--- src/rrol_pkg.sv ---
// Shared types and constants for the record ring with offset lookup.
// Used by rrol_mem, rrol_ctrl and record_ring_with_offset_lookup; no dependencies.
package rrol_pkg;

    localparam int HANDLE_W     = 32;
    localparam int LENGTH_W     = 20;
    localparam int OFFSET_W     = 24;
    localparam int SLOT_FIELD_W = 4;

    localparam logic ACT_ADD  = 1'b0;
    localparam logic ACT_FIND = 1'b1;

    typedef struct packed {
        logic [HANDLE_W-1:0] handle;
        logic [LENGTH_W-1:0] length;
    } desc_t;

    typedef struct packed {
        logic                    hit;
        logic [SLOT_FIELD_W-1:0] slot;
        logic [HANDLE_W-1:0]     handle;
        logic [LENGTH_W-1:0]     byte_pos;
    } result_t;

    typedef enum logic [1:0] {
        ST_IDLE,
        ST_ADD,
        ST_WALK,
        ST_DONE
    } ctrl_state_t;

endpackage

--- src/rrol_mem.sv ---
// Descriptor memory: one write port, one read port, registered read data.
// Depends on rrol_pkg for desc_t.
module rrol_mem #(
    parameter int SLOTS = 16
) (
    input  logic                      clk,
    input  logic                      we,
    input  logic [$clog2(SLOTS)-1:0]  waddr,
    input  rrol_pkg::desc_t           wdata,
    input  logic [$clog2(SLOTS)-1:0]  raddr,
    output rrol_pkg::desc_t           rdata
);
    import rrol_pkg::*;

    desc_t mem [SLOTS];

    always_ff @(posedge clk)
    begin
        if (we)
        begin
            mem[waddr] <= wdata;
        end
        rdata <= mem[raddr];
    end

endmodule

--- src/rrol_ctrl.sv ---
// Sequencer for the record ring: slot pointers, add read-modify-write, offset walk.
// Depends on rrol_pkg; drives the ports of rrol_mem.
module rrol_ctrl #(
    parameter int SLOTS = 16
) (
    input  logic                                   clk,
    input  logic                                   rst_n,
    input  logic                                   in_valid,
    output logic                                   in_ready,
    input  logic                                   in_action,
    input  logic [rrol_pkg::HANDLE_W-1:0]          in_handle,
    input  logic [rrol_pkg::LENGTH_W-1:0]          in_length,
    input  logic [rrol_pkg::OFFSET_W-1:0]          in_offset,
    output logic                                   mem_we,
    output logic [$clog2(SLOTS)-1:0]               mem_waddr,
    output rrol_pkg::desc_t                        mem_wdata,
    output logic [$clog2(SLOTS)-1:0]               mem_raddr,
    input  rrol_pkg::desc_t                        mem_rdata,
    output logic                                   res_valid,
    input  logic                                   res_ready,
    output rrol_pkg::result_t                      res
);
    import rrol_pkg::*;

    localparam int SW = $clog2(SLOTS);
    localparam logic [SW-1:0] LAST_SLOT = SW'(SLOTS - 1);

    function automatic logic [SW-1:0] step_slot(input logic [SW-1:0] s);
        step_slot = (s == LAST_SLOT) ? '0 : s + 1'b1;
    endfunction

    function automatic logic [SLOT_FIELD_W-1:0] slot_field(input logic [SW-1:0] s);
        logic [SW+SLOT_FIELD_W-1:0] ext;
        ext = {{SLOT_FIELD_W{1'b0}}, s};
        slot_field = ext[SLOT_FIELD_W-1:0];
    endfunction

    ctrl_state_t         state_reg,   state_next;
    logic [SW-1:0]       wr_slot_reg, wr_slot_next;
    logic [SW-1:0]       rd_slot_reg, rd_slot_next;
    logic                full_reg,    full_next;
    logic [SW-1:0]       cur_reg,     cur_next;
    logic [OFFSET_W-1:0] off_reg,     off_next;
    desc_t               desc_reg,    desc_next;
    logic                find_reg,    find_next;
    result_t             res_reg,     res_next;

    logic [SW-1:0]       cur_step;
    logic [OFFSET_W-1:0] len_ext;

    assign cur_step = step_slot(cur_reg);
    assign len_ext  = {{(OFFSET_W-LENGTH_W){1'b0}}, mem_rdata.length};

    always_ff @(posedge clk or negedge rst_n)
    begin
        if (!rst_n)
        begin
            state_reg   <= ST_IDLE;
            wr_slot_reg <= '0;
            rd_slot_reg <= '0;
            full_reg    <= 1'b0;
        end
        else
        begin
            state_reg   <= state_next;
            wr_slot_reg <= wr_slot_next;
            rd_slot_reg <= rd_slot_next;
            full_reg    <= full_next;
        end
    end

    always_ff @(posedge clk)
    begin
        cur_reg  <= cur_next;
        off_reg  <= off_next;
        desc_reg <= desc_next;
        find_reg <= find_next;
        res_reg  <= res_next;
    end

    always_comb
    begin
        state_next   = state_reg;
        wr_slot_next = wr_slot_reg;
        rd_slot_next = rd_slot_reg;
        full_next    = full_reg;
        cur_next     = cur_reg;
        off_next     = off_reg;
        desc_next    = desc_reg;
        find_next    = find_reg;
        res_next     = res_reg;
        in_ready     = 1'b0;
        res_valid    = 1'b0;
        mem_we       = 1'b0;
        mem_waddr    = cur_reg;
        mem_wdata    = desc_reg;
        mem_raddr    = cur_reg;

        unique case (state_reg)
            ST_IDLE:
            begin
                in_ready  = 1'b1;
                mem_raddr = (in_action == ACT_FIND) ? rd_slot_reg : wr_slot_reg;
                if (in_valid)
                begin
                    find_next   = (in_action == ACT_FIND);
                    off_next    = in_offset;
                    desc_next   = '{handle: in_handle, length: in_length};
                    if (in_action == ACT_ADD)
                    begin
                        cur_next   = wr_slot_reg;
                        state_next = ST_ADD;
                    end
                    else if (wr_slot_reg != rd_slot_reg || full_reg)
                    begin
                        cur_next   = rd_slot_reg;
                        state_next = ST_WALK;
                    end
                    else
                    begin
                        // empty ring: miss
                        res_next   = '0;
                        state_next = ST_DONE;
                    end
                end
            end

            ST_ADD:
            begin
                // old entry was read on accept; overwrite it now
                mem_we            = 1'b1;
                res_next.hit      = full_reg;
                res_next.slot     = slot_field(cur_reg);
                res_next.handle   = full_reg ? mem_rdata.handle : '0;
                res_next.byte_pos = '0;
                wr_slot_next      = cur_step;
                if (full_reg)
                begin
                    rd_slot_next = cur_step;
                end
                else if (cur_step == rd_slot_reg)
                begin
                    full_next = 1'b1;
                end
                state_next = ST_DONE;
            end

            ST_WALK:
            begin
                // prefetch the next record while testing this one
                mem_raddr = cur_step;
                if (off_reg < len_ext)
                begin
                    res_next.hit      = 1'b1;
                    res_next.slot     = slot_field(cur_reg);
                    res_next.handle   = mem_rdata.handle;
                    res_next.byte_pos = off_reg[LENGTH_W-1:0];
                    state_next        = ST_DONE;
                end
                else
                begin
                    off_next = off_reg - len_ext;
                    if (cur_step == wr_slot_reg)
                    begin
                        res_next   = '0;
                        state_next = ST_DONE;
                    end
                    else
                    begin
                        cur_next = cur_step;
                    end
                end
            end

            ST_DONE:
            begin
                res_valid = 1'b1;
                if (res_ready)
                begin
                    state_next = ST_IDLE;
                end
            end

            default:
            begin
                state_next = ST_IDLE;
            end
        endcase
    end

    assign res = res_reg;

    a_full_meets: assert property (@(posedge clk) disable iff (!rst_n)
        full_reg |-> (wr_slot_reg == rd_slot_reg))
        else $error("ring full but slot indices differ");

    a_walk_nonempty: assert property (@(posedge clk) disable iff (!rst_n)
        (state_reg == ST_WALK) |-> (wr_slot_reg != rd_slot_reg || full_reg))
        else $error("walking an empty ring");

    a_slot_range: assert property (@(posedge clk) disable iff (!rst_n)
        ({1'b0, wr_slot_reg} < (SW+1)'(SLOTS)) && ({1'b0, rd_slot_reg} < (SW+1)'(SLOTS)))
        else $error("slot index beyond ring depth");

    a_miss_zero: assert property (@(posedge clk) disable iff (!rst_n)
        (state_reg == ST_DONE && find_reg && !res_reg.hit) |->
            (res_reg.handle == '0 && res_reg.byte_pos == '0 && res_reg.slot == '0))
        else $error("find miss carries nonzero fields");

    a_add_advances: assert property (@(posedge clk) disable iff (!rst_n)
        (state_reg == ST_ADD) |=> (wr_slot_reg == step_slot($past(wr_slot_reg))))
        else $error("add did not advance write slot");

endmodule

--- src/record_ring_with_offset_lookup.sv ---
// Top level of the record ring with offset lookup: stream ports and output register.
// Depends on rrol_pkg, rrol_mem and rrol_ctrl.
//
//  channel  | dir | tdata (low bit up)                          | tuser
//  s_axis   | in  | record_handle[32] record_length[20]         | action
//           |     | byte_offset[24] zero pad[4]                 |
//  m_axis   | out | slot[4] handle_out[32] byte_in_record[20]   | hit
//
// An add goes from accept through a memory read of the slot and a write-back to the result.
// A find walks k records, where k is 1 to SLOTS;
// the walk reads one length per cycle from the descriptor memory's single read port.
// An empty-ring find walks no records. One item is in work at a time.
// Reset clears the slot indices and full flag; memory contents stay undefined until written.
// The output register lets a new item be accepted while a result waits on m_axis_tready.
module record_ring_with_offset_lookup #(
    parameter int SLOTS = 16
) (
    input  logic        clk,
    input  logic        rst_n,
    input  logic        s_axis_tvalid,
    output logic        s_axis_tready,
    input  logic [79:0] s_axis_tdata,   // record_handle, record_length, byte_offset, pad
    input  logic [0:0]  s_axis_tuser,   // action
    output logic        m_axis_tvalid,
    input  logic        m_axis_tready,
    output logic [55:0] m_axis_tdata,   // slot, handle_out, byte_in_record
    output logic [0:0]  m_axis_tuser    // hit
);
    import rrol_pkg::*;

    localparam int SW = $clog2(SLOTS);

    logic          mem_we;
    logic [SW-1:0] mem_waddr;
    desc_t         mem_wdata;
    logic [SW-1:0] mem_raddr;
    desc_t         mem_rdata;
    logic          res_valid;
    logic          res_ready;
    result_t       res;

    logic          out_valid_reg, out_valid_next;
    result_t       out_reg,       out_next;

    rrol_mem #(
        .SLOTS (SLOTS)
    ) u_mem (
        .clk   (clk),
        .we    (mem_we),
        .waddr (mem_waddr),
        .wdata (mem_wdata),
        .raddr (mem_raddr),
        .rdata (mem_rdata)
    );

    rrol_ctrl #(
        .SLOTS (SLOTS)
    ) u_ctrl (
        .clk       (clk),
        .rst_n     (rst_n),
        .in_valid  (s_axis_tvalid),
        .in_ready  (s_axis_tready),
        .in_action (s_axis_tuser[0]),
        .in_handle (s_axis_tdata[31:0]),
        .in_length (s_axis_tdata[51:32]),
        .in_offset (s_axis_tdata[75:52]),
        .mem_we    (mem_we),
        .mem_waddr (mem_waddr),
        .mem_wdata (mem_wdata),
        .mem_raddr (mem_raddr),
        .mem_rdata (mem_rdata),
        .res_valid (res_valid),
        .res_ready (res_ready),
        .res       (res)
    );

    assign res_ready = !out_valid_reg || m_axis_tready;

    always_comb
    begin
        out_next       = out_reg;
        out_valid_next = out_valid_reg;
        if (res_ready)
        begin
            out_valid_next = res_valid;
            if (res_valid)
            begin
                out_next = res;
            end
        end
    end

    always_ff @(posedge clk or negedge rst_n)
    begin
        if (!rst_n)
        begin
            out_valid_reg <= 1'b0;
        end
        else
        begin
            out_valid_reg <= out_valid_next;
        end
    end

    always_ff @(posedge clk)
    begin
        out_reg <= out_next;
    end

    assign m_axis_tvalid   = out_valid_reg;
    assign m_axis_tuser[0] = out_reg.hit;
    assign m_axis_tdata    = {out_reg.byte_pos, out_reg.handle, out_reg.slot};

endmodule

--- config.mk ---
export PLATFORM = sky130hd
export DESIGN_NAME = record_ring_with_offset_lookup
export DESIGN_NICKNAME = d
export VERILOG_FILES = /design/src/rrol_pkg.sv /design/src/rrol_mem.sv /design/src/rrol_ctrl.sv /design/src/record_ring_with_offset_lookup.sv
export SDC_FILE = /design/constraint.sdc
export NUM_CORES = 1
export LEC_CHECK = 0
export BUFFER_PORTS_ARGS = -buffer_cell sky130_fd_sc_hd__buf_4
export CAP_MARGIN = 5
export CORE_AREA = 2 2 278 280
export DETAILED_ROUTE_END_ITERATION = 16
export DIE_AREA = 0 0 280 282
export PLACE_DENSITY_LB_ADDON = 0.15
export SLEW_MARGIN = 20
export SYNTH_ARGS = -nofsm -noshare
export SYNTH_HDL_FRONTEND = slang
export SYNTH_SLANG_ARGS = --single-unit
--- constraint.sdc ---
create_clock -name clk -period 6.9 [get_ports clk]
set_clock_uncertainty 0.15 [all_clocks]
set_input_delay 0.69 -clock clk [delete_from_list [all_inputs] [get_ports clk]]
set_output_delay 0.69 -clock clk [all_outputs]
set_load 0.05 [all_outputs]
=== Yosys cells after proc, flatten, opt, wreduce, memory -nomap -nowiden ===
Memories as Yosys holds them, arrays and structs flattened. A register that Yosys moved wholly into a read port is not among the register bits.
Index checks and enable logic that the tools add are counted.

* Register bits after elaboration: 206
* RAM bits: 832
* Bits of input ports: 85
* Logic and storage cells: 82
* Memories: 1

* $add $sub $neg: 2
* Order comparisons: 1
* Eq/ne operators: 15
* Multiplexer cells: 33
* Reduce and logical (&&, ||, !) cells: 13

{| class="wikitable"
|+ Memories
! memory !! words !! bits a word !! read ports !! clocked after memory_dff !! write ports !! line !! source
|-
| u_mem.mem || 16 || 52 || 1 || 1 || 1 || rrol_mem.sv:15 || <nowiki>desc_t mem [SLOTS];</nowiki>
|}

{| class="wikitable"
|+ Operators with widths
! cell !! number
|-
| $mux W57 || 5
|-
| $pmux W57 S3 || 1
|-
| $mux W24 || 2
|-
| $pmux W24 S2 || 1
|-
| $mux W32 || 1
|-
| $mux W4 || 7
|-
| $lt A24 B20 Y1 || 1
|-
| $sub A24 B20 Y24 || 1
|-
| $pmux W4 S2 || 2
|-
| $ne A2 B2 Y1 const B || 6
|-
| $mux W2 || 5
|-
| $reduce_and A5 Y1 || 2
|-
| $eq A4 B4 Y1 || 2
|-
| $mux W1 || 8
|-
| $pmux W2 S4 || 1
|-
| $reduce_and A2 Y1 || 3
|-
| $reduce_and A3 Y1 || 2
|-
| $add A4 B1 Y4 const B || 1
|-
| $eq A2 B2 Y1 const B || 2
|-
| $eq A4 B4 Y1 const B || 1
|-
| $ne A4 B4 Y1 || 1
|-
| $ne A3 B1 Y1 const B || 1
|-
| $ne A3 B2 Y1 const B || 1
|-
| $reduce_bool A3 Y1 || 1
|-
| other kinds (5) || 6
|}

=== Longest topological paths before layout ===
* Word-level depth: 6
* Mapped depth: 12
* Gate-level depth less buffers: 10

=== By module ===
From an unflattened synthesis, not the netlist that was laid out.

* Cells, all modules: 1934
* Area, all modules: 41076.9 um^2

{| class="wikitable"
|+ By module, submodules not included
! module !! times used !! cells each !! area each (um^2) !! seq. area each (um^2)
|-
| rrol_mem || 1 || 1344 || 32217.1 || 26025.0
|-
| rrol_ctrl || 1 || 529 || 7094.3 || 4389.2
|-
| record_ring_with_offset_lookup || 1 || 61 || 1765.4 || 1736.7
|}

=== Worst setup path after synthesis ===
Ideal clock, no wire load.

* Kind: register to register
* From: register u_ctrl.state_reg[0]
* To: register u_ctrl.res_reg, in the netlist u_ctrl.res[0], enable pin
* Library setup time: 0.490 ns
* Arrival time: 6.809 ns
* Path slack: -0.549 ns
* Stages on the path, launching flop included: 8
* Clock period less this slack: 7.449 ns
* Cell sequence: dfrtp_1 -> inv_1 -> ha_1 -> buf_1 -> inv_1 -> nor2_1 -> nand3_1 -> a21oi_1

* Cells in the longest elaborated chain, start to end: 3
* Elaborated cells on any way between the ends: 9
* Those cells by class: eq/ne (6); reduce/logical (3)

{| class="wikitable"
|+ RTL lines
! element !! line !! source
|-
| from (decl) || rrol_ctrl.sv:38 || <nowiki>ctrl_state_t state_reg, state_next;</nowiki>
|-
| from (signal assigned) || rrol_ctrl.sv:65 || <nowiki>state_reg <= state_next;</nowiki>
|-
| $eq A2 B2 Y1, or another cell as far along || rrol_ctrl.sv:99 || <nowiki>unique case (state_reg)</nowiki>
|-
| $ne A3 B1 Y1 (no line), or another cell as far along || n/a ||
|-
| $reduce_and A5 Y1 (no line) * || n/a ||
|-
| to (signal assigned) || rrol_ctrl.sv:78 || <nowiki>res_reg <= res_next;</nowiki>
|-
| to (decl) || rrol_ctrl.sv:46 || <nowiki>result_t res_reg, res_next;</nowiki>
|}

Mark *: on every way between the ends. The rest lies on a longest branch, timed or not.
A chain may end at the register's enable or synchronous reset.

=== Worst setup path after layout ===
* From: register u_ctrl.cur_reg[1] (netlist: u_ctrl.mem_waddr[1])
* To: register u_mem.rdata[32] (netlist name)

* Cells in the longest elaborated chain, start to end: 3
* Elaborated cells on any way between the ends: 4
* Those cells by class: add/sub (1); eq/ne (1); mux (2)

{| class="wikitable"
|+ RTL lines
! element !! line !! source
|-
| from (decl) || rrol_ctrl.sv:42 || <nowiki>logic [SW-1:0] cur_reg, cur_next;</nowiki>
|-
| from (signal assigned) || rrol_ctrl.sv:74 || <nowiki>cur_reg <= cur_next;</nowiki>
|-
| $add A4 B1 Y4 or $eq A4 B4 Y1 (tied branches) || rrol_ctrl.sv:29 || <nowiki>step_slot = (s == LAST_SLOT) ? '0 : s + 1'b1;</nowiki>
|-
| $mux W4 || rrol_ctrl.sv:29 ||
|-
| $pmux W4 S2 * || rrol_ctrl.sv:99 ||
|}

Marked as above.

==> summary.txt <==
Critical path
  • Type of the setup path with the least slack: reg2reg
  • Data required time at the worst endpoint: 7.28 ns
  • Critical path capture point type: flop
  • Series of cell instances along the critical path: ha_1, a31oi_2, nand2_2, o311a_4, buf_12, mux2i_1, o22a_1, o221ai_1, or3_1
  • CP arrival: 4.38 ns
  • WP buf/inv: 1
  • Delay-heaviest family, CP: compound AO/OA/AOI/OAI gates
  • Worst Setup Start Kind: flop
  • Max incr delay on CP: 0.70 ns
  • Peak fanout along the critical path: 115
  • Master of the slowest instance on the critical path: sky130_fd_sc_hd__o311a_4

STA
  • Final Setup Violations: 0
  • Unrepaired setup endpoints after global routing: no
  • Min Hold Slack: 0.0496 ns
  • Minimum clock period after layout: 4.01 ns
  • Worst-margin pin slew: 1.16 ns
  • Max-Slew Margin vs Limit: 23.0%
  • Worst path setup slack after routing: 2.89 ns
  • Number of hold-slack violations in the final timing report: 0
  • Final worst-path cycle share: 58.1%
  • Final Slew Violations: 0
  • Maximum clock frequency: 250 MHz
  • Sum of negative setup slack: 0 ns

Logic synthesis
  • Number of distinct library cells after synthesis: 68
  • Synth Cell Area: 0.0415 mm^2
  • Post-synthesis cell type with the largest combined area: sky130_fd_sc_hd__edfxtp_1
  • Count of synthesis-stage warnings from yosys: 0
  • Area share of the leading cell type in the synthesized netlist: 74.2%
  • Per-instance average area after synthesis: 18.2 um^2
  • Number of enable-type register cells in the synthesized netlist: 1,026
  • Mapped Cells: 2,283
  • Flip-flop cell with the highest count after synthesis: sky130_fd_sc_hd__edfxtp_1
  • Nets in the synthesized netlist: 2,397
  • Number of storage elements in the synthesis netlist: 1,090
  • Fraction of registers with async set/reset: 1.10%
  • Sequential element share of the synthesized area: 77.4%
  • Top cells by area in the synthesized netlist: sky130_fd_sc_hd__edfxtp_1 (74%), sky130_fd_sc_hd__mux2i_1 (10%), sky130_fd_sc_hd__dfxtp_1 (2.5%)

Cells and area
  • Share of final-layout standard cells stronger than drive strength 1: 15.2%
  • Final cell count without fillers: 3,533
  • Util after Layout: 62.4%
  • Most used cells in the layout excluding fill and tap cells: sky130_fd_sc_hd__edfxtp_1 (1,026), sky130_fd_sc_hd__mux2i_1 (417), sky130_fd_sc_hd__buf_4 (167), sky130_fd_sc_hd__clkbuf_16 (109), sky130_fd_sc_hd__o22ai_1 (104)
  • Area Growth Syn to Fin: 13.7%
  • Number of flip-flops in the largest register: 832
  • Net count reported at finish: 2,572
  • Leading cell type in the layout, fill and taps excluded: sky130_fd_sc_hd__edfxtp_1

Routing
  • Final routed wire length divided by cell count: 25.2 um
  • Number of vias in the routed layout: 20,900
  • Count of TritonRoute iterations in the first routing pass: 5
  • DRC violation total after the first TritonRoute iteration: 1,992
  • Vias/cell: 5.92
  • Total Wirelength: 89,000 um
  • ANT nets after route: 0
  • Number of remaining DRC errors: 0

GRT
  • GRT Residual Overflow: 0
  • GRT met1 Usage: 32.1%
  • Vias in the first global route: 20,900
  • Met3 global-route usage: 3.24%
  • Global routing usage summed across all routing layers: 22.7%
  • Initial antenna violation count: 1
  • GRT Max-Usage Layer: met2
  • Largest net degree at the start of global routing: 116
  • Wire length of the first global-routing pass: 131,000 um
  • Met2 track demand over resource in global routing: 37.1%

Placed design
  • Routability congestion estimate: 0.858
  • Number of buffers added on ports: 139
  • Worst setup slack after placement: 2.87 ns
  • HPWL Detailed: 43,500 um
  • Number of placed cells counting well taps: 3,324

CTS
  • Root Driver: sky130_fd_sc_hd__clkbuf_16
  • Clock tree from TritonCTS: built
  • Clock slew at the register clock pins of the worst setup and hold paths: 0.06 ns
  • Clock tree sinks: 1,090
  • Total clock buffers created by CTS: 108
  • Buffers inserted by post-CTS timing repair: 0
  • Clock latency on the worst-skew pair: 0.67 ns
  • Cells resized by post-CTS repair: 0
  • H-tree Lvls: 3
  • Maximum buffer depth of the clock tree: 3

Floorplanning
  • Vertical die dimension: 282 um
  • Area of the core region: 0.0757 mm^2
  • X dimension of the die: 280 um
  • Row Count: 101
  • I/O pin total: 144
  • Starting density of the core: 54.9%
  • Die Footprint: 0.0790 mm^2

Worst hold path
  • Class of the tightest hold or removal check: in2reg

Power and ir drop
  • Power density over the cells: 505 mW/mm^2
  • Total leakage power: 17.2 nW
  • Max VDD drop: 0.439 mV

Flow run
  • Max-cap violation count: 0

Outcome
  • Result of the run: finished clean
worst paths after layout:
kind	start	end	slack [ns]	cells after the start
min in group asynchronous	rst_n	u_ctrl.wr_slot_reg[1]$_DFFE_PN0P_	0.25	2
max	u_ctrl.mem_waddr[1]$_DFFE_PP_	u_mem.rdata[32]$_DFF_P_	2.89	9
max reg2reg	u_ctrl.mem_waddr[1]$_DFFE_PP_	u_mem.rdata[32]$_DFF_P_	2.89	9
min	s_axis_tdata[41]	u_ctrl.mem_wdata[9]$_DFFE_PP_	0.05	1
min reg2reg	u_ctrl.res[31]$_DFFE_PP_	m_axis_tdata[15]$_DFFE_PP_	0.26	0
max in group asynchronous	rst_n	u_ctrl.wr_slot_reg[2]$_DFFE_PN0P_	6.18	2
power by group:
group	internal [W]	total [W]	switching [W]	leakage (nW)
Combinational	0.00334	0.00872	0.00538	5.55
Clock	0.00344	0.00583	0.00239	1.76
Sequential	0.00877	0.00928	0.000506	9.92
per-stage QoR:
| stage | cell area (um^2) | total power (W) |
|---|---|---|
| after floorplan | 41500 | 0.0158 |
| after global placement | 43600 | 0.0180 |
| after detailed placement | 43600 | 0.0182 |
| after CTS | 47200 | 0.0240 |
| after global routing | 47200 | 0.0250 |
| final | 47200 | 0.0238 |
logic make-up after synthesis:
kind of cell    synth area share, %
flops                          77.4
mux                            10.6
compound gates                 5.32
simple gates                   3.25
buf+inv                        1.80
xor+xnor                      0.693
fa+ha+maj                     0.892
Yosys cell counts (35+ instances only):
| cell | instances |
|---|---|
| sky130_fd_sc_hd__and2_1 | 55 |
| sky130_fd_sc_hd__or3_1 | 54 |
| sky130_fd_sc_hd__o221ai_1 | 52 |
| sky130_fd_sc_hd__o22ai_1 | 104 |
| sky130_fd_sc_hd__buf_2 | 46 |
| sky130_fd_sc_hd__edfxtp_1 | 1026 |
| sky130_fd_sc_hd__a21oi_1 | 40 |
| sky130_fd_sc_hd__clkbuf_1 | 37 |
| sky130_fd_sc_hd__inv_1 | 35 |
| sky130_fd_sc_hd__o22a_1 | 52 |
| sky130_fd_sc_hd__nor2_1 | 35 |
| sky130_fd_sc_hd__mux2i_1 | 417 |
| sky130_fd_sc_hd__dfxtp_1 | 52 |
| sky130_fd_sc_hd__nand2_1 | 36 |
metal layers:
layer / up-vias / routed length, um
li1: 9430 / -
met1: 10700 / 38400
met2: 649 / 42900
met3: 140 / 5520
met4: 0 / 2150
met5: - / 0
area by class of cell:
| type | count | area [um^2] |
|---|---|---|
| flip-flops and latches | 1090 | 32200 |
| diodes | 2 | 5.00 |
| clock buffers | 143 | 2930 |
| fillers | 5333 | 28500 |
| clock inverters | 62 | 668 |
| multi-input cells | 1048 | 8720 |
| inverters | 36 | 135 |
| well taps | 978 | 1220 |
| repair buffers | 174 | 1380 |
what timing repair did:
item,in CTS,in global routing
endpoints found under the setup margin,0,0
hold buffers,1,0
hold endpoints to repair,12,0
(Power assumes the default switching activity.)
